`config.mk`:
```
export PLATFORM = sky130hd
export DESIGN_NAME = traffic_light_controller
export DESIGN_NICKNAME = d
export VERILOG_FILES = /design/src/hdl/tlc_pkg.sv /design/src/hdl/tlc_step.sv /design/src/hdl/traffic_light_controller.sv
export SDC_FILE = /design/constraint.sdc
export NUM_CORES = 1
export LEC_CHECK = 0
export BUFFER_PORTS_ARGS = -buffer_cell sky130_fd_sc_hd__buf_2
export CAP_MARGIN = 15
export CELL_PAD_IN_SITES_DETAIL_PLACEMENT = 0
export CELL_PAD_IN_SITES_GLOBAL_PLACEMENT = 2
export CORE_MARGIN = 2
export CORE_UTILIZATION = 33
export DETAILED_ROUTE_END_ITERATION = 10
export PLACE_DENSITY = 0.7
export SYNTH_ARGS = -nofsm -noshare
export SYNTH_HDL_FRONTEND = slang
export SYNTH_SLANG_ARGS = --single-unit
```
`constraint.sdc`:
```
create_clock -name clock -period 10.24 [get_ports clock]
set_input_delay 2.048 -clock clock [delete_from_list [all_inputs] [get_ports clock]]
set_output_delay 2.048 -clock clock [all_outputs]
set_load 0.03 [all_outputs]
```
`src/hdl/tlc_pkg.sv`:
```
`default_nettype none
package tlc_pkg;

   localparam int CSR_INDEX_W = 2;
   localparam int CSR_DATA_W  = 7;

   localparam logic [CSR_INDEX_W-1:0] CSR_SOUTH_GREEN = 2'd0;
   localparam logic [CSR_INDEX_W-1:0] CSR_WEST_GREEN  = 2'd1;
   localparam logic [CSR_INDEX_W-1:0] CSR_YELLOW      = 2'd2;

   localparam logic [6:0] SOUTH_GREEN_RESET = 7'd12;
   localparam logic [6:0] WEST_GREEN_RESET  = 7'd20;
   localparam logic [3:0] YELLOW_RESET      = 4'd3;

   localparam logic [5:0] LAMPS_SOUTH_GREEN  = 6'h21;
   localparam logic [5:0] LAMPS_SOUTH_YELLOW = 6'h11;
   localparam logic [5:0] LAMPS_WEST_GREEN   = 6'h0C;
   localparam logic [5:0] LAMPS_WEST_YELLOW  = 6'h0A;

   localparam logic [6:0] COUNT_MAX   = 7'd99;
   localparam logic [6:0] SECONDS_MAX = 7'd127;

   typedef enum logic [2:0] {
      PH_SOUTH_GREEN  = 3'd0,
      PH_SOUTH_YELLOW = 3'd1,
      PH_WEST_GREEN   = 3'd2,
      PH_WEST_YELLOW  = 3'd3,
      PH_MAN_GREEN    = 3'd4,
      PH_MAN_YELLOW   = 3'd5,
      PH_ENTRY        = 3'd7
   } phase_type;

   typedef struct packed {
      logic manual_switch;
      logic street_select;
      logic second_tick;
   } req_type;

   typedef struct packed {
      logic [5:0] lamp_pattern;
      logic [3:0] west_tens;
      logic [3:0] west_ones;
      logic [3:0] south_tens;
      logic [3:0] south_ones;
   } rsp_type;

   typedef struct packed {
      logic [6:0] south_green_secs;
      logic [6:0] west_green_secs;
      logic [3:0] yellow_secs;
   } cfg_type;

   typedef struct packed {
      phase_type  phase;
      logic [6:0] phase_seconds;
      logic [6:0] west_count;
      logic [6:0] south_count;
      logic       manual_street;
   } ctx_type;

   function automatic logic [6:0] sat99(input logic [7:0] v);
      sat99 = (v > 8'(COUNT_MAX)) ? COUNT_MAX : v[6:0];
   endfunction

   function automatic logic [6:0] at_least_one(input logic [6:0] v);
      at_least_one = (v == 7'd0) ? 7'd1 : v;
   endfunction

   // tens digit of a value 0..99 by independent threshold compares
   function automatic logic [3:0] bcd_tens(input logic [6:0] v);
      logic [3:0] t;
      t = 4'd0;
      for (int k = 1; k <= 9; k++) begin
         if (v >= 7'(10 * k)) t = t + 4'd1;
      end
      bcd_tens = t;
   endfunction

   function automatic logic [3:0] bcd_ones(input logic [6:0] v, input logic [3:0] tens);
      logic [6:0] r;
      r = v - 7'(7'(tens) * 7'd10);
      bcd_ones = r[3:0];
   endfunction

endpackage
`default_nettype wire

```
`src/hdl/tlc_step.sv`:
```
`default_nettype none
module tlc_step import tlc_pkg::*; (
   input  wire ctx_type ctx,
   input  wire cfg_type cfg,
   input  wire req_type req,
   output ctx_type      ctx_next,
   output rsp_type      rsp
);

   logic [6:0] len_sg, len_wg, len_y;
   logic [6:0] ld_sg_w, ld_sg_s, ld_wg_w, ld_wg_s, ld_y;
   logic [6:0] secs_inc, west_dec, south_dec;
   logic [6:0] cur_len;
   logic       do_load;
   phase_type  load_ph;
   logic [6:0] wshow, sshow;
   logic [3:0] w_tens, s_tens;

   assign len_sg  = at_least_one(cfg.south_green_secs);
   assign len_wg  = at_least_one(cfg.west_green_secs);
   assign len_y   = at_least_one(7'(cfg.yellow_secs));
   assign ld_sg_w = sat99(8'(cfg.south_green_secs) + 8'(cfg.yellow_secs));
   assign ld_sg_s = sat99(8'(cfg.south_green_secs));
   assign ld_wg_w = sat99(8'(cfg.west_green_secs));
   assign ld_wg_s = sat99(8'(cfg.west_green_secs) + 8'(cfg.yellow_secs));
   assign ld_y    = sat99(8'(cfg.yellow_secs));

   // one elapsed second: counts stop at zero, phase time saturates
   assign secs_inc  = (ctx.phase_seconds < SECONDS_MAX) ? ctx.phase_seconds + 7'd1
                                                        : ctx.phase_seconds;
   assign west_dec  = (ctx.west_count != 7'd0) ? ctx.west_count - 7'd1 : 7'd0;
   assign south_dec = (ctx.south_count != 7'd0) ? ctx.south_count - 7'd1 : 7'd0;

   always_comb begin
      unique case (ctx.phase)
         PH_SOUTH_GREEN: cur_len = len_sg;
         PH_WEST_GREEN:  cur_len = len_wg;
         default:        cur_len = len_y;
      endcase
   end

   // next state
   always_comb begin
      ctx_next = ctx;
      do_load  = 1'b0;
      load_ph  = PH_SOUTH_GREEN;
      if (!req.manual_switch) begin
         unique case (ctx.phase)
            PH_SOUTH_GREEN, PH_SOUTH_YELLOW, PH_WEST_GREEN, PH_WEST_YELLOW: begin
               if (req.second_tick) begin
                  ctx_next.phase_seconds = secs_inc;
                  ctx_next.west_count    = west_dec;
                  ctx_next.south_count   = south_dec;
                  if (secs_inc >= cur_len) begin
                     do_load = 1'b1;
                     unique case (ctx.phase)
                        PH_SOUTH_GREEN:  load_ph = PH_SOUTH_YELLOW;
                        PH_SOUTH_YELLOW: load_ph = PH_WEST_GREEN;
                        PH_WEST_GREEN:   load_ph = PH_WEST_YELLOW;
                        default:         load_ph = PH_SOUTH_GREEN;
                     endcase
                  end
               end
            end
            default: begin
               do_load = 1'b1;
               load_ph = PH_SOUTH_GREEN;
            end
         endcase
      end else begin
         unique case (ctx.phase)
            PH_MAN_GREEN: begin
               if (req.street_select != ctx.manual_street) begin
                  ctx_next.phase         = PH_MAN_YELLOW;
                  ctx_next.phase_seconds = 7'd0;
                  ctx_next.west_count    = ld_y;
                  ctx_next.south_count   = ld_y;
               end
            end
            PH_MAN_YELLOW: begin
               if (req.second_tick) begin
                  ctx_next.phase_seconds = secs_inc;
                  ctx_next.west_count    = west_dec;
                  ctx_next.south_count   = south_dec;
                  if (secs_inc >= len_y) begin
                     ctx_next.phase         = PH_MAN_GREEN;
                     ctx_next.phase_seconds = 7'd0;
                     ctx_next.manual_street = req.street_select;
                     ctx_next.west_count    = 7'd0;
                     ctx_next.south_count   = 7'd0;
                  end
               end
            end
            default: begin
               ctx_next.phase         = PH_MAN_GREEN;
               ctx_next.phase_seconds = 7'd0;
               ctx_next.manual_street = req.street_select;
               ctx_next.west_count    = 7'd0;
               ctx_next.south_count   = 7'd0;
            end
         endcase
      end
      if (do_load) begin
         ctx_next.phase         = load_ph;
         ctx_next.phase_seconds = 7'd0;
         unique case (load_ph)
            PH_SOUTH_GREEN: begin
               ctx_next.west_count  = ld_sg_w;
               ctx_next.south_count = ld_sg_s;
            end
            PH_SOUTH_YELLOW: ctx_next.south_count = ld_y;
            PH_WEST_GREEN: begin
               ctx_next.west_count  = ld_wg_w;
               ctx_next.south_count = ld_wg_s;
            end
            default: ctx_next.west_count = ld_y;
         endcase
      end
   end

   // outputs from the updated state
   always_comb begin
      wshow = ctx_next.west_count;
      sshow = ctx_next.south_count;
      unique case (ctx_next.phase)
         PH_SOUTH_GREEN:  rsp.lamp_pattern = LAMPS_SOUTH_GREEN;
         PH_SOUTH_YELLOW: rsp.lamp_pattern = LAMPS_SOUTH_YELLOW;
         PH_WEST_GREEN:   rsp.lamp_pattern = LAMPS_WEST_GREEN;
         PH_WEST_YELLOW:  rsp.lamp_pattern = LAMPS_WEST_YELLOW;
         PH_MAN_GREEN: begin
            rsp.lamp_pattern = ctx_next.manual_street ? LAMPS_SOUTH_GREEN
                                                      : LAMPS_WEST_GREEN;
            wshow = 7'd0;
            sshow = 7'd0;
         end
         default: rsp.lamp_pattern = ctx_next.manual_street ? LAMPS_SOUTH_YELLOW
                                                             : LAMPS_WEST_YELLOW;
      endcase
      w_tens         = bcd_tens(wshow);
      s_tens         = bcd_tens(sshow);
      rsp.west_tens  = w_tens;
      rsp.west_ones  = bcd_ones(wshow, w_tens);
      rsp.south_tens = s_tens;
      rsp.south_ones = bcd_ones(sshow, s_tens);
   end

endmodule
`default_nettype wire

```
`src/hdl/traffic_light_controller.sv`:
```
`default_nettype none
// Channel  Direction  Handshake            Payload
// req      in         req_valid/req_ready  req_data  (manual_switch, street_select, second_tick)
// rsp      out        rsp_valid/rsp_ready  rsp_data  (lamp_pattern, west/south BCD digits)
// csr      in         csr_we               csr_index, csr_wdata (write only)
//
// One request per clock while req_ready is high; its response is registered.
// The phase state, the two countdowns and the BCD digits come from one pass of
// combinational logic between the state registers and the response register.
// A two-entry response stage (output register plus skid) lets one more request
// be taken while a response waits; req_ready drops only when both are full.
// Synchronous reset: entry phase, counts zero, registers to 12/20/3, no response held.
module traffic_light_controller import tlc_pkg::*; (
   input  wire                    clock,
   input  wire                    reset,
   input  wire                    req_valid,
   output logic                   req_ready,
   input  wire req_type           req_data,
   output logic                   rsp_valid,
   input  wire                    rsp_ready,
   output rsp_type                rsp_data,
   input  wire                    csr_we,
   input  wire [CSR_INDEX_W-1:0]  csr_index,
   input  wire [CSR_DATA_W-1:0]   csr_wdata
);

   cfg_type cfg_ff;
   ctx_type ctx_ff, ctx_in;
   rsp_type step_rsp;

   logic    rsp_valid_ff, rsp_valid_in;
   rsp_type rsp_data_ff, rsp_data_in;
   logic    skid_valid_ff, skid_valid_in;
   rsp_type skid_data_ff, skid_data_in;

   logic accept;
   logic out_free;

   // hold new requests only while both response slots are occupied
   assign req_ready = !skid_valid_ff;
   assign accept    = req_valid && req_ready;
   assign out_free  = !rsp_valid_ff || rsp_ready;

   tlc_step u_step (
      .ctx      (ctx_ff),
      .cfg      (cfg_ff),
      .req      (req_data),
      .ctx_next (ctx_in),
      .rsp      (step_rsp)
   );

   // configuration writes
   always_ff @(posedge clock) begin
      if (reset) begin
         cfg_ff.south_green_secs <= SOUTH_GREEN_RESET;
         cfg_ff.west_green_secs  <= WEST_GREEN_RESET;
         cfg_ff.yellow_secs      <= YELLOW_RESET;
      end else if (csr_we) begin
         unique case (csr_index)
            CSR_SOUTH_GREEN: cfg_ff.south_green_secs <= csr_wdata;
            CSR_WEST_GREEN:  cfg_ff.west_green_secs  <= csr_wdata;
            CSR_YELLOW:      cfg_ff.yellow_secs      <= csr_wdata[3:0];
            default: ;  // unmapped index: drop the write
         endcase
      end
   end

   // advance the controller state on every accepted request
   always_ff @(posedge clock) begin
      if (reset) begin
         ctx_ff.phase         <= PH_ENTRY;
         ctx_ff.phase_seconds <= 7'd0;
         ctx_ff.west_count    <= 7'd0;
         ctx_ff.south_count   <= 7'd0;
         ctx_ff.manual_street <= 1'b0;
      end else if (accept) begin
         ctx_ff <= ctx_in;
      end
   end

   // response stage: fill the output register first, park in skid when stalled
   always_comb begin
      rsp_data_in  = rsp_data_ff;
      skid_data_in = skid_data_ff;
      if (out_free) begin
         rsp_valid_in  = skid_valid_ff || accept;
         rsp_data_in   = skid_valid_ff ? skid_data_ff : step_rsp;
         skid_valid_in = 1'b0;
      end else begin
         rsp_valid_in  = 1'b1;
         skid_valid_in = skid_valid_ff || accept;
         if (!skid_valid_ff) skid_data_in = step_rsp;
      end
   end

   always_ff @(posedge clock) begin
      if (reset) begin
         rsp_valid_ff  <= 1'b0;
         skid_valid_ff <= 1'b0;
      end else begin
         rsp_valid_ff  <= rsp_valid_in;
         skid_valid_ff <= skid_valid_in;
      end
   end

   always_ff @(posedge clock) begin
      rsp_data_ff  <= rsp_data_in;
      skid_data_ff <= skid_data_in;
   end

   assign rsp_valid = rsp_valid_ff;
   assign rsp_data  = rsp_data_ff;

endmodule
`default_nettype wire
```
Word level (Yosys, flattened, before mapping)
Index checks and enable logic that the tools add are counted.
Widths: inputs -> output; s select.
{"block": "totals", "regBits": 89, "latch_bits": 0, "mem_bits_rw": 0, "mem_bits_ro": 0, "output_inout_bits": 24, "memories": 0}
{"block": "op_classes", "addsub": 23, "mul": 2, "n_div": 0, "n_lt_le_gt_ge": 25, "eq_ne": 16, "shift": 0, "n_mux": 58, "n_bitwise": 0, "n_reduce_logical": 22}
{"cell": "$mux 7", "n": 11}
{"cell": "$mux 4", "n": 17}
{"cell": "$mux 21", "n": 3}
{"cell": "$add 4x1->4 const B", "n": 14}
{"cell": "$mux 25", "n": 2}
{"cell": "$mux 24", "n": 2}
{"cell": "$pmux 24 s2", "n": 1}
{"cell": "$ge 7x6->1 const B", "n": 6}
{"cell": "$ge 7x7->1 const B", "n": 6}
{"cell": "$pmux 7 s3", "n": 2}
{"cell": "$pmux 6 s5", "n": 1}
{"cell": "$ge 7x5->1 const B", "n": 4}
{"cell": "$mux 22", "n": 1}
{"cell": "$add 7x4->8", "n": 2}
{"cell": "$gt 8x7->1 const B", "n": 2}
{"cell": "$eq 3x2->1 const B", "n": 5}
{"cell": "$mux 3", "n": 5}
{"cell": "$ge 7x4->1 const B", "n": 2}
{"cell": "$ge 7x7->1", "n": 2}
{"cell": "$gt 7x7->1 const B", "n": 2}
{"cell": "$logic_not 7->1", "n": 2}
{"cell": "$pmux 7 s2", "n": 1}
{"cell": "$reduce_bool 7->1", "n": 2}
{"cell": "$sub 7x1->7 const B", "n": 2}
{"cell": "other kinds (28)", "n": 49}

Longest topological paths before layout
{"block": "logic_depth", "depth_word": 34, "ltp_mapped": 45}

Cells and area by module
A second synthesis with hierarchy kept.
{"block": "unflattened", "hier_cells": 990, "area_unflattened_um2": 8086.5}
{"module": "tlc_step", "n_inst": 1, "cells_each": 729, "area_each_um2": 4824.6, "seq_area_each_um2": 0.0}
{"module": "traffic_light_controller", "n_inst": 1, "cells_each": 261, "area_each_um2": 3261.9, "seq_area_each_um2": 2222.1}

Worst setup path after synthesis
No wires, ideal clock.
{"block": "synth_path", "path_kind": "input to register", "start": "input port req_data[0] (netlist bit)", "end": "register rsp_data_ff, in the netlist rsp_data[11] (data pin)", "setup_time_ns": 0.262, "arrival_time_ns": 8.385, "slack_ns": 1.592, "path_stages": 35, "n_path_buf": 2, "path_cell_list": "buf_2 > nor4b_1 > and2_1 > mux2i_1 > o21ai_0 > o22ai_1 > o211a_1 > nor2_1 > nand2_1 > o21a_1 > ha_1 > clkbuf_1 > xnor2_1 > ha_1 > o211a_1 > a221oi_4 > inv_1 > ha_1 > nor2_1 > a21oi_1 > ha_1 > mux2_2 > ha_1 > mux2i_1 > a211oi_4 > ha_1 > o2bb2ai_1 > a22oi_1 > o21ai_1 > xnor2_1 > ha_1 > inv_1 > o31ai_1 > xnor2_1 > mux2_2"}
{"block": "synth_via", "elab_chain_len": 28, "word_cells_on_any_way": 48}
{"item": "start: declaration", "line": "traffic_light_controller.sv:18", "source": "input wire req_type req_data,"}
{"item": "$mux 3", "line": "tlc_step.sv:50", "source": "if (req.second_tick) begin"}
{"item": "$mux 3", "line": "tlc_step.sv:48", "source": "unique case (ctx.phase)"}
{"item": "$mux 3", "line": "tlc_step.sv:47", "source": "if (!req.manual_switch) begin"}
{"item": "$eq 3x2->1, or another cell as far along", "line": "tlc_step.sv:106", "source": "unique case (load_ph)"}
{"item": "$pmux 7 s3", "line": "tlc_step.sv:106"}
{"item": "$mux 24 *", "line": "tlc_step.sv:103", "source": "if (do_load) begin"}
{"item": "$mux 7 *", "line": "tlc_step.sv:125", "source": "unique case (ctx_next.phase)"}
{"item": "$ge 7x4->1", "line": "tlc_pkg.sv:74", "source": "if (v >= 7'(10 * k)) t = t + 4'd1;"}
{"item": "(+12 left out)"}
{"item": "$mux 4", "line": "tlc_pkg.sv:74"}
{"item": "$add 4x1->4", "line": "tlc_pkg.sv:74"}
{"item": "$mux 4", "line": "tlc_pkg.sv:74"}
{"item": "$add 4x1->4", "line": "tlc_pkg.sv:74"}
{"item": "$mux 4", "line": "tlc_pkg.sv:74"}
{"item": "$mul 4x3->3", "line": "tlc_pkg.sv:81", "source": "r = v - 7'(7'(tens) * 7'd10);"}
{"item": "$sub 4x4->4 *", "line": "tlc_pkg.sv:81"}
{"item": "$mux 22 *"}
{"item": "end signal: assignment", "line": "traffic_light_controller.sv:107", "source": "rsp_data_ff <= rsp_data_in;"}
{"item": "end: declaration", "line": "traffic_light_controller.sv:32", "source": "rsp_type rsp_data_ff, rsp_data_in;"}
Mark *: on every way between the ends. The rest lies on a longest branch, timed or not. The select of a mux whose other input is x is not followed.
A chain may end at the register's enable or synchronous reset.

Worst setup path after layout
{"block": "layout_path", "start": "register ctx_ff[17] (netlist bit)", "end": "register skid_data_ff[11] (netlist bit) (data pin)"}
{"block": "layout_via", "elab_chain_len": 32, "word_cells_on_any_way": 54}
{"item": "start: declaration", "line": "traffic_light_controller.sv:28", "source": "ctx_type ctx_ff, ctx_in;"}
{"item": "start signal: assignment", "line": "traffic_light_controller.sv:77", "source": "ctx_ff <= ctx_in;"}
{"item": "$add 7x1->7 / $lt 7x7->1 (equally long branches)", "line": "tlc_step.sv:29", "source": "assign secs_inc = (ctx.phase_seconds < SECONDS_MAX) ? ctx.phase_seconds + 7'd1"}
{"item": "$mux 7 *", "line": "tlc_step.sv:29"}
{"item": "$ge 7x7->1", "line": "tlc_step.sv:54", "source": "if (secs_inc >= cur_len) begin"}
{"item": "$mux 3", "line": "tlc_step.sv:54"}
{"item": "$mux 3", "line": "tlc_step.sv:50"}
{"item": "$mux 3", "line": "tlc_step.sv:48"}
{"item": "$mux 3", "line": "tlc_step.sv:47"}
{"item": "$eq 3x2->1, or another cell as far along", "line": "tlc_step.sv:106"}
{"item": "(+16 left out)"}
{"item": "$mux 4", "line": "tlc_pkg.sv:74"}
{"item": "$add 4x1->4", "line": "tlc_pkg.sv:74"}
{"item": "$mux 4", "line": "tlc_pkg.sv:74"}
{"item": "$add 4x1->4", "line": "tlc_pkg.sv:74"}
{"item": "$mux 4", "line": "tlc_pkg.sv:74"}
{"item": "$mul 4x3->3", "line": "tlc_pkg.sv:81"}
{"item": "$sub 4x4->4 *", "line": "tlc_pkg.sv:81"}
{"item": "$mux 22 *"}
{"item": "end signal: assignment", "line": "traffic_light_controller.sv:108", "source": "skid_data_ff <= skid_data_in;"}
{"item": "end: declaration", "line": "traffic_light_controller.sv:34", "source": "rsp_type skid_data_ff, skid_data_in;"}
Marked as above.

==> metrics.csv <==
metric;value;unit
p_per_area;171;nW/um2
rows;56;
vias;7290;
synth_xor_area_share;5.31;%
hp-class;reg -> reg;
yosys.area.top_type_share;16.6;%
cp.required;10350;ps
tightest_slew;947;ps
synth_edf_count;44;
ant_nets;0;
cp.arrival;9440;ps
drc;0;
setup_tns;0;ps
hpwl;19000;um
cts.reportedPaths.clkPinSlew;70;ps
nFillCells;2498;
wl_per_cell;19.2;um
power_leakage;3.48;nW
yosysSeqAreaShare;27.9;%
outcome;finished clean;
wirelength;25200;um
tritoncts;yes;
synth-simple-area-share;22.4;%
crit_slowest_cell;a21boi_0;
globalplace.congestion;0.863;
cts.repair.resized;0;
diodes;0;
synth.area.top_cells;edfxtp_1 (17%), dfxtp_1 (11%), ha_1 (6.4%);
synth.distinct_cells;98;
drive_gt1_share;14.5;%
p_sw;0.609;mW
finalCriticalPeriod;9330;ps
syn_area;7960;um2
combPwrFrac;44.5;%
crit_buf_inv;3;
netlist_instances;964;
io_pins;41;
seq_area;2220;um2
start_kind;flop;
root_buffer;clkbuf_16;
fin_crit_sh;91.1;%
grt_pass1_vias;7026;
nNetsFinal;1049;
viasPerCell;5.56;
grt.overflow.total;0;
ys_async_sr_fraction;0;%
fmax;0.107;GHz
grt_max_degree;46;
groute.usage.overall;20.0;%
worst-setup-path-type;reg -> reg;
die_w;159;um
grt_pass1_wl;40600;um
cts_setup_buffers;0;
critPathCaptureType;flop;
p_seq_share;31.5;%
syn_to_final_growth;11.4;%
yosys_warnings;0;
portBuffers;40;
worst-path-max-fanout;8;
placed_cell_area;8560;um2
die_h;159;um
max_slew_margin;36.8;%
synth_mux_area_share;6.25;%
finClkSkew;10.2;ps
initial_core_util;33.7;%
rsz0062_at_grt;false;
synth_compound_area_share;25.7;%
p_clk_share;24.0;%
slew_violations;0;
synth.largest_area_cell;edfxtp_1;
coreArea;23600;um2
synth_seq_cells;89;
first_pass_iters;6;
vdd_drop_max;86.8;uV
placed_cells;1296;
worstSkewPairLatency;360;ps
critPathMaxStageDelay;520;ps
crit_top_cell;ha_1;
htreeDepth;3;
final-setup-viol-count;0;
drtIter0Drc;638;
maxCapViolations;0;
avgSynthCellArea;8.26;um2
syn_nets;1025;
intPower;0.911;mW
fin_cells;1312;
synthAdderAreaFrac;7.20;%
antenna_found_initial;0;
synth_top_family_by_area;compound AO/OA/AOI/OAI gates;
multi_input_area;5320;um2
cts-buffers-inserted;9;
cp_top_family;compound AO/OA/AOI/OAI gates;
numClockSinks;89;
total_power;1.52;mW
cts_hold_buf;0;
holdWs;506;ps
synth_flop_cell;dfxtp_1;
netSwitchingFraction;40.1;%
die_area;25400;um2
fin_util;37.6;%
worst_slack;914;ps
final_area;8870;um2
pre_cts_slack;717;ps
clockBufferDepth;2;
finalHoldViolCount;0;
layout make-up:
class	instances	area share [%]
multi-input cells	772	60.0
clock buffers	9	2.54
clock inverters	7	0.987
repair buffers	74	5.13
flip-flops and latches	89	25.0
well taps	319	4.50
inverters	42	1.78
synthesized netlist by cell type (all sizes together) (14+ instances only):
| cell | n |
|---|---|
| nand3 | 32 |
| mux2i | 31 |
| nor4 | 17 |
| o21ai | 41 |
| a31oi | 15 |
| xnor2 | 29 |
| a211oi | 18 |
| a21oi | 56 |
| ha | 41 |
| nor2 | 101 |
| nor3 | 32 |
| inv | 42 |
| mux2 | 16 |
| nand2 | 99 |
| clkbuf | 44 |
| edfxtp | 44 |
| buf | 17 |
| dfxtp | 45 |
| xor2 | 14 |
cells by family after synthesis:
group | count (synthesis)
compound gates | 274
mux | 47
simple gates | 363
buf+inv | 103
flops | 89
xor+xnor | 44
fa+ha+maj | 44
placed cells by master (no fill, tap or decap), types with 13 or more instances in the layout:
master	n
a31oi_1	13
a211oi_1	15
dfxtp_1	45
mux2_2	14
nor3_1	29
xor2_1	14
nor2_1	101
buf_4	34
nor4_1	17
nand3_1	31
ha_1	41
nand2_1	99
xnor2_1	26
buf_2	40
mux2i_1	31
a22oi_1	13
a21oi_1	55
edfxtp_1	44
inv_1	41
o21ai_0	33
power by group through the flow:
stage	Combinational [mW]	Clock (mW)	Sequential [mW]
floorplan	0.466	0	0.534
global placement	0.679	0	0.487
detailed placement	0.677	0	0.488
CTS	0.682	0.376	0.480
global route	0.756	0.386	0.485
finish	0.676	0.365	0.479
state kept, by name, summed over array words and instances (netlist names):
register / cells
rsp_data: 22
skid_valid_ff: 1
cfg_ff: 18
skid_data_ff: 22
ctx_ff: 25
rsp_valid: 1
path summary, 6_finish.rpt:
check,from,to,slack [ps],cells after the start
min,ctx_ff[16]$_SDFFE_PP0P_,ctx_ff[16]$_SDFFE_PP0P_,510,2
max reg2reg,ctx_ff[17]$_SDFFE_PP0P_,skid_data_ff[11]$_DFFE_PN_,910,40
min reg2reg,ctx_ff[16]$_SDFFE_PP0P_,ctx_ff[16]$_SDFFE_PP0P_,510,2
max,ctx_ff[17]$_SDFFE_PP0P_,skid_data_ff[11]$_DFFE_PN_,910,40
tightest hold or removal path, stage by stage (launching register included):
cell     delay (ps)
dfxtp_1         340
nand2_1          60
a21oi_1          60
per-layer routing:
layer  wire, um  GRT usage, %  up-vias
met4        549          5.91        0
met2      11500          31.7      156
li1           -             -     3651
met1      12100          28.5     3453
met5          0             0        -
met3       1070          2.66       30
Power figures use the tool's default switching activity.
